File: config.mk
export PLATFORM = sky130hd
export DESIGN_NAME = hsv_to_rgb565_flat
export DESIGN_NICKNAME = d
export VERILOG_FILES = /design/src/hdl/hsv_pkg.sv /design/src/hdl/hsv_if.sv /design/src/hdl/hsv_to_rgb565.sv /design/src/flat_wrapper.sv
export SDC_FILE = /design/constraint.sdc
export NUM_CORES = 2
export LEC_CHECK = 0
export BUFFER_PORTS_ARGS = -buffer_cell sky130_fd_sc_hd__buf_2
export CAP_MARGIN = 20
export CELL_PAD_IN_SITES_DETAIL_PLACEMENT = 1
export CELL_PAD_IN_SITES_GLOBAL_PLACEMENT = 2
export CORE_MARGIN = 4
export CORE_UTILIZATION = 44
export DETAILED_ROUTE_END_ITERATION = 7
export PLACE_DENSITY_LB_ADDON = 0.1
export SKIP_CTS_REPAIR_TIMING = 1
export SLEW_MARGIN = 10
export SYNTH_ARGS = -nofsm -noshare
export SYNTH_HDL_FRONTEND = slang
export SYNTH_SLANG_ARGS = --single-unit
File: constraint.sdc
create_clock -name clk -period 7.48 [get_ports clk]
set_input_delay 0 -clock clk [delete_from_list [all_inputs] [get_ports clk]]
set_output_delay 0 -clock clk [all_outputs]
set_load 0.05 [all_outputs]
File: src/hdl/hsv_pkg.sv
// Package with constants, stage types and arithmetic helpers of the HSV to RGB565 converter.
package hsv_pkg;

  localparam logic [8:0]  HUE_MAX    = 9'd359;
  localparam logic [6:0]  PCT_MAX    = 7'd100;
  localparam logic [7:0]  FULL_SCALE = 8'd255;
  localparam logic [8:0]  REGION_SPAN = 9'd43;
  localparam logic [7:0]  REM_SCALE  = 8'd6;
  localparam logic [7:0]  RED_MASK   = 8'hF8;
  localparam logic [7:0]  GREEN_MASK = 8'hFC;

  // Reciprocals: x / 100 = (x * 5243) >> 19 for x <= 25500,
  // hue / 43 = (hue * 3049) >> 17 for hue <= 359.
  localparam logic [12:0] RECIP_PCT   = 13'd5243;
  localparam int          SHIFT_PCT   = 19;
  localparam logic [11:0] RECIP_SPAN  = 12'd3049;
  localparam int          SHIFT_SPAN  = 17;

  localparam logic [3:0] SEG_RED_RISE   = 4'd0;
  localparam logic [3:0] SEG_GREEN_HOLD = 4'd1;
  localparam logic [3:0] SEG_GREEN_FALL = 4'd2;
  localparam logic [3:0] SEG_BLUE_HOLD  = 4'd3;
  localparam logic [3:0] SEG_BLUE_FALL  = 4'd4;

  localparam logic FUNC_GRAY = 1'b1;

  typedef struct packed {
    logic        func;
    logic [7:0]  gray;
    logic [14:0] s_x;
    logic [14:0] v_x;
    logic [8:0]  hue;
    logic [20:0] hue_prod;
  } st1_t;

  typedef struct packed {
    logic        func;
    logic [7:0]  gray;
    logic [7:0]  s;
    logic [7:0]  v;
    logic [3:0]  region;
    logic [7:0]  rem;
  } st2_t;

  typedef struct packed {
    logic        func;
    logic [7:0]  gray;
    logic [7:0]  v;
    logic [3:0]  region;
    logic [15:0] prod_p;
    logic [15:0] prod_sr;
    logic [15:0] prod_sn;
  } st3_t;

  typedef struct packed {
    logic        func;
    logic [7:0]  gray;
    logic [7:0]  v;
    logic [3:0]  region;
    logic [7:0]  p;
    logic [15:0] prod_q;
    logic [15:0] prod_t;
  } st4_t;

  // Exact truncating division by 255 for x <= 255 * 255.
  function automatic logic [7:0] div255(input logic [15:0] x);
    logic [16:0] sum;
    sum = {1'b0, x} + 17'(x[15:8]) + 17'd1;
    return sum[15:8];
  endfunction

  function automatic logic [15:0] pack565(input logic [7:0] r, input logic [7:0] g,
                                          input logic [7:0] b);
    logic [7:0] rm;
    logic [7:0] gm;
    rm = r & RED_MASK;
    gm = g & GREEN_MASK;
    return {rm[7:3], gm[7:2], b[7:3]};
  endfunction

endpackage

File: src/hdl/hsv_if.sv
// Request and response channel interfaces of the HSV to RGB565 converter.
interface hsv_req_if;
  logic       valid;
  logic       ready;
  logic       func;
  logic [8:0] hue;
  logic [6:0] sat_pct;
  logic [6:0] val_pct;
  logic [7:0] gray_level;

  modport source(output valid, func, hue, sat_pct, val_pct, gray_level, input ready);
  modport sink(input valid, func, hue, sat_pct, val_pct, gray_level, output ready);
endinterface

interface hsv_rsp_if;
  logic        valid;
  logic        ready;
  logic [15:0] color_word;

  modport source(output valid, color_word, input ready);
  modport sink(input valid, color_word, output ready);
endinterface

File: src/hdl/hsv_to_rgb565.sv
// Five-stage pipelined HSV or gray level to RGB565 converter.
//
//   channel  role    carries
//   req      sink    func, hue, sat_pct, val_pct, gray_level
//   rsp      source  color_word
//
// One request is taken per clock while req.ready is high; each result passes through st1, st2, st3, st4 and color.
// The depth is set by the two chained multiply and divide-by-255 steps of q and t.
// Reset empties all five stages at once; payload registers are not reset.
// A stalled response holds its stage, and the stages behind it fill before req.ready falls.
module hsv_to_rgb565
  import hsv_pkg::*;
(
  input  logic       clk,
  input  logic       rst,
  hsv_req_if.sink    req,
  hsv_rsp_if.source  rsp
);

  logic        v1, v2, v3, v4, v5;
  logic        en1, en2, en3, en4, en5;
  st1_t        st1;
  st2_t        st2;
  st3_t        st3;
  st4_t        st4;
  logic [15:0] color;

  st1_t        st1_next;
  st2_t        st2_next;
  st3_t        st3_next;
  st4_t        st4_next;
  logic [15:0] color_next;

  logic [6:0]  sp_c;
  logic [6:0]  vp_c;
  logic [27:0] s_prod;
  logic [27:0] v_prod;
  logic [8:0]  s_full;
  logic [8:0]  v_full;
  logic [8:0]  seg_base;
  logic [8:0]  offs;
  logic [7:0]  sr_div;
  logic [7:0]  sn_div;
  logic [7:0]  q;
  logic [7:0]  t;
  logic [7:0]  r;
  logic [7:0]  g;
  logic [7:0]  b;

  assign en5 = !v5 || rsp.ready;
  assign en4 = !v4 || en5;
  assign en3 = !v3 || en4;
  assign en2 = !v2 || en3;
  assign en1 = !v1 || en2;
  assign req.ready = en1;
  assign rsp.valid = v5;
  assign rsp.color_word = color;

  always_comb begin
    sp_c = (req.sat_pct > PCT_MAX) ? PCT_MAX : req.sat_pct;
    vp_c = (req.val_pct > PCT_MAX) ? PCT_MAX : req.val_pct;
    st1_next.func = req.func;
    st1_next.gray = req.gray_level;
    st1_next.hue = (req.hue > HUE_MAX) ? HUE_MAX : req.hue;
    st1_next.s_x = 15'({sp_c, 8'd0}) - 15'(sp_c);
    st1_next.v_x = 15'({vp_c, 8'd0}) - 15'(vp_c);
    st1_next.hue_prod = 21'(st1_next.hue) * 21'(RECIP_SPAN);
  end

  always_comb begin
    s_prod = 28'(st1.s_x) * 28'(RECIP_PCT);
    v_prod = 28'(st1.v_x) * 28'(RECIP_PCT);
    s_full = s_prod[SHIFT_PCT+8:SHIFT_PCT];
    v_full = v_prod[SHIFT_PCT+8:SHIFT_PCT];
    st2_next.func = st1.func;
    st2_next.gray = st1.gray;
    st2_next.s = s_full[7:0];
    st2_next.v = v_full[7:0];
    st2_next.region = st1.hue_prod[SHIFT_SPAN+3:SHIFT_SPAN];
    seg_base = 9'(st2_next.region) * REGION_SPAN;
    offs = st1.hue - seg_base;
    st2_next.rem = 8'(offs[5:0]) * REM_SCALE;
  end

  always_comb begin
    st3_next.func = st2.func;
    st3_next.gray = st2.gray;
    st3_next.v = st2.v;
    st3_next.region = st2.region;
    st3_next.prod_p = 16'(st2.v) * 16'(FULL_SCALE - st2.s);
    st3_next.prod_sr = 16'(st2.s) * 16'(st2.rem);
    st3_next.prod_sn = 16'(st2.s) * 16'(FULL_SCALE - st2.rem);
  end

  always_comb begin
    sr_div = div255(st3.prod_sr);
    sn_div = div255(st3.prod_sn);
    st4_next.func = st3.func;
    st4_next.gray = st3.gray;
    st4_next.v = st3.v;
    st4_next.region = st3.region;
    st4_next.p = div255(st3.prod_p);
    st4_next.prod_q = 16'(st3.v) * 16'(FULL_SCALE - sr_div);
    st4_next.prod_t = 16'(st3.v) * 16'(FULL_SCALE - sn_div);
  end

  always_comb begin
    q = div255(st4.prod_q);
    t = div255(st4.prod_t);
    case (st4.region)
      SEG_RED_RISE: begin
        r = st4.v; g = t; b = st4.p;
      end
      SEG_GREEN_HOLD: begin
        r = q; g = st4.v; b = st4.p;
      end
      SEG_GREEN_FALL: begin
        r = st4.p; g = st4.v; b = t;
      end
      SEG_BLUE_HOLD: begin
        r = st4.p; g = q; b = st4.v;
      end
      SEG_BLUE_FALL: begin
        r = t; g = st4.p; b = st4.v;
      end
      default: begin
        r = st4.v; g = st4.p; b = q;
      end
    endcase
    if (st4.func == FUNC_GRAY) begin
      color_next = pack565(st4.gray, st4.gray, st4.gray);
    end else begin
      color_next = pack565(r, g, b);
    end
  end

  always_ff @(posedge clk) begin
    if (rst) begin
      v1 <= 1'b0;
      v2 <= 1'b0;
      v3 <= 1'b0;
      v4 <= 1'b0;
      v5 <= 1'b0;
    end else begin
      if (en1) v1 <= req.valid;
      if (en2) v2 <= v1;
      if (en3) v3 <= v2;
      if (en4) v4 <= v3;
      if (en5) v5 <= v4;
    end
  end

  always_ff @(posedge clk) begin
    if (en1) st1 <= st1_next;
    if (en2) st2 <= st2_next;
    if (en3) st3 <= st3_next;
    if (en4) st4 <= st4_next;
    if (en5) color <= color_next;
  end

  // A full first stage that cannot move must refuse a new request.
  a_ready_backpressure: assert property (@(posedge clk) disable iff (rst)
    (v1 && !en2) |-> !req.ready)
    else $error("request accepted while first stage is blocked");

  // Reset leaves no response pending.
  a_reset_empty: assert property (@(posedge clk)
    rst |=> !rsp.valid)
    else $error("response valid right after reset");

  // The hue segment never exceeds eight and the remainder stays within 42 * 6.
  a_segment_range: assert property (@(posedge clk) disable iff (rst)
    v2 |-> (st2.region <= 4'd8) && (st2.rem <= 8'd252))
    else $error("hue segment or remainder out of range");

  // The percent scaling never overflows eight bits.
  a_scale_range: assert property (@(posedge clk) disable iff (rst)
    v1 |-> !s_full[8] && !v_full[8])
    else $error("scaled saturation or value overflows");

  // A stage that holds an item keeps it until the next stage takes it.
  a_stage_hold: assert property (@(posedge clk) disable iff (rst)
    (v4 && !en5) |=> v4 && $stable(st4))
    else $error("stalled stage lost its item");

endmodule
File: src/flat_wrapper.sv
// flat-port wrapper written by rule: the top's interface ports become plain ports
module hsv_to_rgb565_flat import hsv_pkg::*;
  (clk, rst, req_valid, req_func, req_hue, req_sat_pct, req_val_pct, req_gray_level, req_ready, rsp_valid, rsp_color_word, rsp_ready);
  hsv_req_if req_i ();
  hsv_rsp_if rsp_i ();
  input  logic clk;
  input  logic rst;
  input wire logic [$bits(req_i.valid)-1:0] req_valid;
  input wire logic [$bits(req_i.func)-1:0] req_func;
  input wire logic [$bits(req_i.hue)-1:0] req_hue;
  input wire logic [$bits(req_i.sat_pct)-1:0] req_sat_pct;
  input wire logic [$bits(req_i.val_pct)-1:0] req_val_pct;
  input wire logic [$bits(req_i.gray_level)-1:0] req_gray_level;
  output wire logic [$bits(req_i.ready)-1:0] req_ready;
  output wire logic [$bits(rsp_i.valid)-1:0] rsp_valid;
  output wire logic [$bits(rsp_i.color_word)-1:0] rsp_color_word;
  input wire logic [$bits(rsp_i.ready)-1:0] rsp_ready;
  assign req_i.valid = req_valid;
  assign req_i.func = req_func;
  assign req_i.hue = req_hue;
  assign req_i.sat_pct = req_sat_pct;
  assign req_i.val_pct = req_val_pct;
  assign req_i.gray_level = req_gray_level;
  assign req_ready = req_i.ready;
  assign rsp_valid = rsp_i.valid;
  assign rsp_color_word = rsp_i.color_word;
  assign rsp_i.ready = rsp_ready;
  hsv_to_rgb565 u_core (.clk(clk), .rst(rst), .req(req_i), .rsp(rsp_i));
endmodule
After elaboration in Yosys (flattened, before gate mapping)
Index checks and enable logic that the tools add are counted.
{"block": "op_classes", "mux": 7, "eq_ne": 4, "mul": 10, "n_lt_le_gt_ge": 3, "n_addsub": 17, "reduce_logical": 15}
{"op": "16-bit by 1-bit adder with 16-bit output (second input constant)", "n": 5}
{"op": "16-bit by 8-bit adder with 16-bit output", "n": 5}
{"op": "8-bit case mux with 3 select lines", "n": 3}
{"op": "8-bit by 16-bit multiplier with 16-bit output", "n": 4}
{"op": "15-bit by 13-bit multiplier with 27-bit output (second input constant)", "n": 2}
{"op": "8-bit by 8-bit subtractor with 9-bit output (first input constant)", "n": 4}
{"op": "15-bit by 7-bit subtractor with 15-bit output", "n": 2}
{"op": "9-bit by 12-bit multiplier with 21-bit output (second input constant)", "n": 1}
{"op": "16-bit two-way mux", "n": 1}
{"op": "8-bit by 7-bit multiplier with 15-bit output", "n": 1}
{"op": "7-bit > comparator (second input constant)", "n": 2}
{"op": "7-bit two-way mux", "n": 2}
{"op": "9-bit > comparator (second input constant)", "n": 1}
{"op": "9-bit two-way mux", "n": 1}
{"op": "4-bit by 2-bit equality test with 1-bit output (second input constant)", "n": 2}
{"op": "2-bit OR reduction", "n": 4}
{"op": "6-bit by 2-bit multiplier with 7-bit output (second input constant)", "n": 1}
{"op": "4-bit by 6-bit multiplier with 6-bit output (second input constant)", "n": 1}
{"op": "6-bit subtractor", "n": 1}
{"op": "1-bit zero test", "n": 5}
{"op": "1-bit logical OR", "n": 5}
{"op": "4-bit by 1-bit equality test with 1-bit output (second input constant)", "n": 1}
{"op": "4-bit by 3-bit equality test with 1-bit output (second input constant)", "n": 1}
{"op": "4-bit zero test", "n": 1}
{"block": "totals", "input_bits": 36, "ff_bits": 253, "elab_cells": 88}

Logic depth before layout (Yosys ltp)
{"block": "logic_depth", "depth_word": 6, "depth_mapped": 25, "ltp_nobuf": 24}

Worst setup path after synthesis
OpenSTA, ideal clock, no wires.
{"block": "synth_timing", "path_type": "register to register", "from": "reg u_core.st3[9] in the netlist's numbering", "to": "reg u_core.st4[15] in the netlist's numbering (data pin)", "path_stages_with_launch": 23, "setup_time_ns": 0.263, "path_buffers": 0, "path_slack_ns": 1.670, "arrival_time_ns": 5.548, "cell_sequence": "edfxtp_1 ha_1 o21a_1 o21a_1 o21a_1 o2111a_2 o21ai_1 xor2_1 and2_1 fa_1 inv_1 fa_1 inv_1 fa_1 inv_1 fa_1 inv_1 ha_1 a21boi_1 o41a_1 a41o_1 o41ai_2 xnor2_1"}
{"item": "from (decl)", "line": "hsv_to_rgb565.sv:24", "text": "st3_t st3;"}
{"item": "from (signal assigned)", "line": "hsv_to_rgb565.sv:156", "text": "if (en3) st3 <= st3_next;"}
{"item": "to (signal assigned)", "line": "hsv_to_rgb565.sv:157", "text": "if (en4) st4 <= st4_next;"}
{"item": "to (decl)", "line": "hsv_to_rgb565.sv:25", "text": "st4_t st4;"}

==> results by group <==
Clock network
  – Clock sink count: 223
  – CTS tree: built
  – Worst skew pair latency: 590 ps
  – Clk buf depth: 3
  – Clock H-tree levels: 1
  – CTS clock-pin slew for the worst setup and hold paths: 70 ps
  – CTS buffer count: 29
  – CTS root buf: clkbuf_16

Setup path
  – CP Capture Type: flop
  – CP max stage cell: nor3_1
  – Startpoint Class: flop
  – Critical Path AT: 6910 ps
  – Critical path's largest stage delay: 830 ps
  – Crit Reg-Reg Endpoint: u_core.st4[14]$_DFFE_PP_
  – RR Startpoint: u_core.st3[9]$_DFFE_PP_
  – Cell depth of the worst flop-to-flop path: 19
  – CP max FO: 13
  – Most frequent CP cell: fa_1
  – Crit-path leading delay family: adder cells
  – Critical path class: flop to flop
  – R2R Setup Slk: 920 ps
  – Req. time, crit path: 7830 ps
  – Buffer and inverter count on the worst path: 2
  – Critical path cell sequence: ha_1 > o21a_1 > o21a_1 > o21a_1 > o2111a_2 > nor2_4 > nor3_1 > nor3b_1 > fa_1 > fa_1 > fa_1 > inv_1 > fa_1 > inv_1 > ha_1 > o41ai_1 > o21ai_1 > o41a_1 > xnor2_1

Yosys
  – Post-synthesis sequential area ratio: 0.231
  – Number of flops mapped to enable cells by yosys: 218
  – Post-synth top flop: edfxtp_1
  – Syn nets: 3631
  – Cells after Synth: 2775
  – Post-synth top area share: 0.239
  – Netlist cell types: 76
  – Mean Syn Cell Area: 10.4 sq um
  – Flops & latches, synth: 223
  – Area contributors post-synth: fa_1 (24%), edfxtp_1 (23%), ha_1 (21%)
  – Post-synth top area cell: fa_1
  – Ys async rst share: 0
  – Cell Area, Synth: 0.0288 sq mm
  – Synth Warn #: 0

Drt
  – Drt pass-1 iters: 4
  – Vias per std cell: 5.19
  – Remaining DRCs: 0
  – DR iter-0 viols: 698
  – Routed Antenna Nets: 0
  – Post-Route WL: 66.3 mm
  – Routed via count: 19500
  – Routed WL per cell: 17.7 microns

Die
  – Die height: 264 microns
  – Initial core utilization: 0.445
  – Row count: 93
  – Die Span X: 264 microns
  – Top Ports: 54
  – Die ar.: 0.0695 sq mm
  – Core ar.: 0.0646 sq mm

Outcome
  – Result of the run: complete, no violations

STA
  – Final period util: 0.877
  – Tmin final: 6560 ps
  – Hold WS: 17.3 ps
  – Setup WS post-layout: 919 ps
  – Slew Limit Fails: 0
  – Final hold violations: 0
  – Slew of the pin with the lowest slew margin: 1040 ps
  – # setup viols final: 0
  – Slew headroom: 0.308
  – Fin Setup TNS: 0 ps
  – Clock skew: 30.3 ps
  – Achievable Freq: 0.152 GHz
  – Unrepaired setup endpoints after global routing: false

Worst hold path
  – Hold Path Depth: 3
  – Hold Crit Class: primary input to flop
  – Hold Crit Endpoint: u_core.st1[26]$_DFFE_PP_
  – HP Start: req_hue[5]

Finish
  – Final cell count without fillers: 3745
  – ANT cells: 0
  – Fillcell total: 7130
  – Syn-to-layout area delta: 9.28%
  – Nets: 3723
  – Layout cell share with drive strength beyond 1: 0.0505

GRT
  – GRT Util Overall: 0.193
  – First-pass GRT wire length: 111 mm
  – Grt total ovfl: 0
  – Largest net degree at the start of global routing: 67
  – Initial antenna violation count: 0
  – Vias in the first global route: 21900

Placement
  – IO Port Bufs: 51
  – Placer congestion estimate: 0.831
  – Dpl ws: 903 ps
  – DP HPWL: 53.7 mm
  – Placed cells: 3651

Job
  – Max-Cap Viols: 0
-- per-stage QoR --
stage	cell area [sq um]	utilization
5_1_grt	31400	0.487
3_5_place_dp	30000	0.465
2_1_floorplan	28800	-
4_1_cts	31000	0.481
3_3_place_gp	30000	0.465
6_report	31400	0.487
-- logic make-up after synthesis --
group	share of synthesized area
multiplexers	0.000739
buffers and inverters	0.0831
AO/OA/AOI/OAI	0.0777
XOR/XNOR	0.0424
AND/OR/NAND/NOR	0.119
flip-flops	0.231
adder cells (fa/ha/maj)	0.446
-- placed cells by master, fill, tap and decap left out, types with 6 or more instances in the layout --
| cell type | n |
|---|---|
| inv_1 | 589 |
| ha_1 | 476 |
| fa_1 | 344 |
| edfxtp_1 | 218 |
| and2_1 | 120 |
| nand2_1 | 114 |
| xnor2_1 | 97 |
| nor2_1 | 96 |
| nor2b_1 | 91 |
| a21oi_1 | 87 |
| nand2b_1 | 66 |
| o21ai_0 | 51 |
| buf_2 | 51 |
| dlygate4sd3_1 | 40 |
| nor3_1 | 35 |
| o21a_1 | 30 |
| xor2_1 | 30 |
| clkbuf_16 | 29 |
| nand3_1 | 26 |
| a21o_1 | 21 |
| o211ai_1 | 19 |
| and3_1 | 16 |
| nor3b_1 | 15 |
| a211oi_1 | 15 |
| buf_4 | 15 |
| or3_1 | 13 |
| nand4_1 | 10 |
| a21boi_0 | 10 |
| a31oi_1 | 10 |
| a221oi_1 | 8 |
| o41ai_1 | 6 |
| o2111ai_1 | 6 |
| nor4_1 | 6 |
| or2_2 | 6 |
| o22ai_1 | 6 |
| clkinv_2 | 6 |
-- worst max path at each step --
| stage | start | endpoint | slack [ps] | depth (start not counted) |
|---|---|---|---|---|
| final | u_core.st3[9]$_DFFE_PP_ | u_core.st4[14]$_DFFE_PP_ | 920 | 19 |
| after global placement | u_core.st3[9]$_DFFE_PP_ | u_core.st4[14]$_DFFE_PP_ | 1070 | 19 |
| after floorplan | u_core.st3[9]$_DFFE_PP_ | u_core.st4[15]$_DFFE_PP_ | 1670 | 22 |
| after global routing | u_core.st3[9]$_DFFE_PP_ | u_core.st4[14]$_DFFE_PP_ | 440 | 19 |
| after detailed placement | u_core.st3[9]$_DFFE_PP_ | u_core.st4[14]$_DFFE_PP_ | 900 | 19 |
| after CTS | u_core.st3[9]$_DFFE_PP_ | u_core.st4[14]$_DFFE_PP_ | 890 | 19 |
-- area by class of cell --
type | instances | area (sq um) | share of cell area
clock inverter | 24 | 272 | 0.00864
sequential | 223 | 6650 | 0.211
inverter | 590 | 2210 | 0.0704
tap | 855 | 1070 | 0.0340
clock buffer | 30 | 729 | 0.0232
timing repair buffer | 106 | 768 | 0.0244
multi-input combinational | 1917 | 19700 | 0.628
-- worst reg2reg max path, delay by kind of cell (launching register included) --
| kind | cells | cell delay, ps |
|---|---|---|
| DFF | 1 | 590 |
| xor gates and xnor gates | 1 | 140 |
| and+or+nand+nor | 3 | 1130 |
| AOI/OAI and AO/OA | 7 | 1760 |
| adders and majority gates | 6 | 2640 |
| buffers and inverters | 2 | 90 |
-- state kept, by name (all words and copies together), names as in the netlist --
register	count
u_core.v1	1
u_core.st4	55
u_core.st1	47
u_core.rsp.color_word	16
u_core.st3	66
u_core.st2	34
u_core.v4	1
u_core.v2	1
u_core.rsp.valid	1
u_core.v3	1
-- routing by layer --
metal / wire (microns) / track usage / part of all wire / vias to the layer above
li1: - / - / - / 9289
met1: 30300 / 0.255 / 0.46 / 9925
met2: 33400 / 0.348 / 0.50 / 167
met3: 1270 / 0.0170 / 0.019 / 71
met4: 1320 / 0.0363 / 0.020 / 0
met5: 0 / 0 / 0 / -
-- cell usage after synthesis (16+ instances only) --
library cell and count:
a21o_1 21, a21oi_1 87, and2_1 120, and3_1 16
clkbuf_1 44, edfxtp_1 218, fa_1 344, ha_1 476
inv_1 590, nand2_1 115, nand2b_1 66, nand3_1 27
nor2_1 96, nor2b_1 91, nor3_1 35, o211ai_1 19
o21a_1 30, o21ai_0 51, xnor2_1 97, xor2_1 30
Power is left out: the tool's default activity adds up to more than one toggle a clock period on the data nets, which glitch-free logic cannot reach.
